`config.mk`:
```
export PLATFORM = sky130hd
export DESIGN_NAME = ffba_ram
export DESIGN_NICKNAME = d
export VERILOG_FILES = /design/src/rtl/ffba_ram.sv
export SDC_FILE = /design/constraint.sdc
export NUM_CORES = 1
export LEC_CHECK = 0
export ABC_AREA = 1
export ABC_CLOCK_PERIOD_IN_PS = 2000
export BUFFER_PORTS_ARGS = -buffer_cell sky130_fd_sc_hd__buf_4
export CAP_MARGIN = 20
export CORE_MARGIN = 3
export CORE_UTILIZATION = 55
export DETAILED_ROUTE_END_ITERATION = 8
export PLACE_DENSITY = 0.7
export REMOVE_ABC_BUFFERS = 1
export SLEW_MARGIN = 20
export SYNTH_ARGS = -nofsm -noshare
export SYNTH_HDL_FRONTEND = slang
export SYNTH_SLANG_ARGS = --single-unit
```
`constraint.sdc`:
```
create_clock -name clk_i -period 2 [get_ports clk_i]
set_clock_uncertainty 0.05 [all_clocks]
set_input_delay 0.1 -clock clk_i [delete_from_list [all_inputs] [get_ports clk_i]]
set_output_delay 0.1 -clock clk_i [all_outputs]
set_load 0.05 [all_outputs]
```
`src/rtl/ffba_ram.sv`:
```
// Generic simple dual-port RAM with one write port and a registered read port.
// Depends on nothing.
module ffba_ram #(
  parameter int WIDTH = 8,
  parameter int DEPTH = 16
) (
  input  logic                     clk_i,
  input  logic                     we_i,
  input  logic [$clog2(DEPTH)-1:0] waddr_i,
  input  logic [WIDTH-1:0]         wdata_i,
  input  logic [$clog2(DEPTH)-1:0] raddr_i,
  output logic [WIDTH-1:0]         rdata_o
);

  logic [WIDTH-1:0] mem [DEPTH];

  // Write port and registered read port
  always_ff @(posedge clk_i) begin
    if (we_i) begin
      mem[waddr_i] <= wdata_i;
    end
    rdata_o <= mem[raddr_i];
  end

endmodule

```
==> impl_metrics.csv <==
group,metric,value,unit
floorplan,ios,26,
floorplan,die_area,11750,µm²
synthesis,synthMuxAreaShare,0,%
layout,drive_above_1_share,12.09,%
hold_path,hp-class,"input port to register",
synthesis,synth_area_leaders,"edfxtp_1 67%, nand2_1 11%, nand3_1 8.4%, inv_1 6.5%, dfxtp_1 2.8%",
global_route,grt.overflow.total,0,
floorplan,die_h,108.4,µm
placement,place_ws,0.5033,ns
synthesis,synth_compound_area_share,0,%
worst_setup_path,required,2.36,ns
routing,top_layer,"met4",
clocking,clkTransAtPathRegs,0.06,ns
synthesis,synthTopCellsByCount,"173 x nand2_1, 128 x edfxtp_1, 100 x inv_1, 97 x nand3_1, 17 x nor2_1",
sta,max_clock_freq,0.5790,GHz
synthesis,yosysWarnings,0,
worst_setup_path,crit_arrival,2.09,ns
clocking,cts_resized,0,
synthesis,ys_types,12,
synthesis,syn_area,5767,µm²
sta,fin_crit_sh,86.35,%
placement,place_hpwl,7988,µm
power_and_ir_drop,p_leak,2.974,nW
sta,max-slew-margin-rel,46.59,%
clocking,cts_buffer_depth,2,
synthesis,synth_seq_cells,136,
worst_setup_path,crit_fanout,17,
routing,wl,12980,µm
worst_setup_path,crit_buf_inv,4,
clocking,cts_tree,"yes",
sta,finalWorstSetupSlack,0.2730,ns
sta,fin_crit,1.727,ns
synthesis,seq_area_frac_synth,69.43,%
global_route,grt_pass1_vias,3772,
global_route,grt_pass1_wl,20860,µm
synthesis,netlist.area_leader.share,66.65,%
clocking,clkSinkCount,136,
synthesis,synth_xor_area_share,0,%
placement,dp.cells,702,
synthesis,async_flop_share,0,%
routing,via_per_inst,5.162,
placement,place.port_buffers,25,
power_and_ir_drop,peakVddDrop,0.8617,mV
synthesis,yosys.area_share.simple,21.05,%
clocking,numCtsBuffers,17,
synthesis,ys.flop_type,"edfxtp_1",
routing,drcViolationCount,0,
power_and_ir_drop,power_density,1011,nW/µm²
worst_setup_path,cp-end-kind,"register",
synthesis,yosysMostFrequentCell,"nand2_1",
routing,wl_met3,772,µm
synthesis,synth-edff-count,128,
routing,wl_met2,6541,µm
worst_setup_path,critPathTopFamily,"buffers and inverters",
placement,place_congestion,0.8413,
outcome,status,"finished clean",
synthesis,synth_top_area_cell,"edfxtp_1",
global_route,grt_use_total,24.59,%
synthesis,synth-adder-area-share,0,%
flow_run,cap_violations,0,
worst_setup_path,path_class,"input port to register",
power_and_ir_drop,power,6.911,mW
sta,rsz0062_at_grt,"no",
floorplan,rows,36,
worst_setup_path,slowest_delay,0.56,ns
clocking,htreeDepth,4,
clocking,worst_skew_pair.late_latency,0.52,ns
sta,tns,0,ns
clocking,ctsHoldBuffers,11,
routing,dr.first_iter.drc_count,334,
layout,antenna_cells,0,
routing,routedWlPerCell,17.42,µm
floorplan,core-area,10000,µm²
sta,setup_viol,0,
floorplan,die_w,108.4,µm
synthesis,postSynthCellCount,551,
worst_setup_path,setup.worst_path.start_class,"input port",
sta,hold_violations,0,
worst_setup_path,cp_cell_sequence,"dlygate4sd3_1 -> buf_4 -> inv_1 -> nand3_1 -> nand3_1 -> dlygate4sd3_1 -> nand2_1",
routing,wl_met1,5365,µm
layout,nFillCells,731,
layout,layout.nets,617,
floorplan,initial_core_util,57.67,%
clocking,post_cts_buffers,0,
sta,worstMarginPinSlew,0.7982,ns
synthesis,synth_top_family_by_area,"simple AND/OR/NAND/NOR gates",
routing,dr.pass1.iters,4,
layout,seq_area,4004,µm²
layout,multi_input_area,1214,µm²
routing,vias,3846,
clocking,ctsRootBufferMaster,"clkbuf_8",
worst_setup_path,slowest_stage,"dlygate4sd3_1",
layout,stdcell_count,745,
sta,slew_viol_final,0,
global_route,antenna_found_initial,0,
global_route,grt_max_degree,65,
routing,ant_nets,0,
synthesis,syn_area_per_cell,10.47,µm²
layout,syn_to_final_growth,18.55,%
-- cell families (layout without fill, tap and decap cells) --
family	count (synthesis)	after routing
buf+inv	126	187
flops	136	136
simple gates	289	289
-- cells in the final DEF (no fill, tap or decap) --
master and instances:
nand2_1 173, edfxtp_1 128, inv_1 100, nand3_1 97, buf_4 40, nor2_1 17
clkbuf_16 16, dlygate4sd3_1 11, dfxtp_1 8, bufinv_16 4, clkbuf_8 3, clkinvlp_4 3
inv_2 2, nand3b_1 2, clkbuf_1 2, clkinv_2 2, buf_12 2, clkinv_4 1
inv_6 1
-- layout make-up --
cell class                 count  share of cell area [%]
clock buffer                  21                   6.570
clock inverter                11                   2.489
inverter                     102                   5.600
multi-input combinational    289                   17.75
sequential                   136                   58.57
tap                          133                   2.434
timing repair buffer          53                   6.589
-- where the power goes --
part           switching [mW]  internal, mW  total, mW  leakage, nW
Clock                    1.12          2.09       3.21        0.295
Combinational           0.334         0.149      0.483         1.46
Sequential             0.0266          3.19       3.21         1.22
Total                    1.48          5.43       6.91         2.97
-- registers in the layout, indices dropped and copies added (netlist names) --
name	count
mem	128
rdata_o	8
-- worst register-to-register path: stages (launching register included) --
cell	delay (ns)
edfxtp_1	0.36
inv_1	0.06
nand2_1	0.05
nand3_1	0.07
nand3_1	0.10
nand3_1	0.09
dlygate4sd3_1	0.56
nand2_1	0.05
-- through the flow --
| step | utilization, % | area [µm²] | hold slack, ns |
|---|---|---|---|
| floorplan | - | 5600 | 0.1489 |
| global placement | 61.07 | 6107 | 0.3899 |
| detailed placement | 61.07 | 6107 | 0.4046 |
| CTS | 68.37 | 6837 | 0.06276 |
| global route | 68.37 | 6837 | 0.08115 |
| finish | 68.37 | 6837 | 0.07260 |
-- worst paths after layout --
kind	from	end	slack, ns	cells after the start
min reg2reg	mem[2][4]	rdata_o[4]	0.65	6
max	raddr_i[2]	rdata_o[7]	0.27	7
max reg2reg	mem[8][7]	rdata_o[7]	0.51	7
min	we_i	mem[2][5]	0.07	3
-- routing by layer --
metal	vias up	track usage, %
li1	1865	-
met3	25	6.567
met2	106	40.28
met5	-	0
met4	0	8.386
met1	1850	32.03
(Power assumes the default switching activity.)
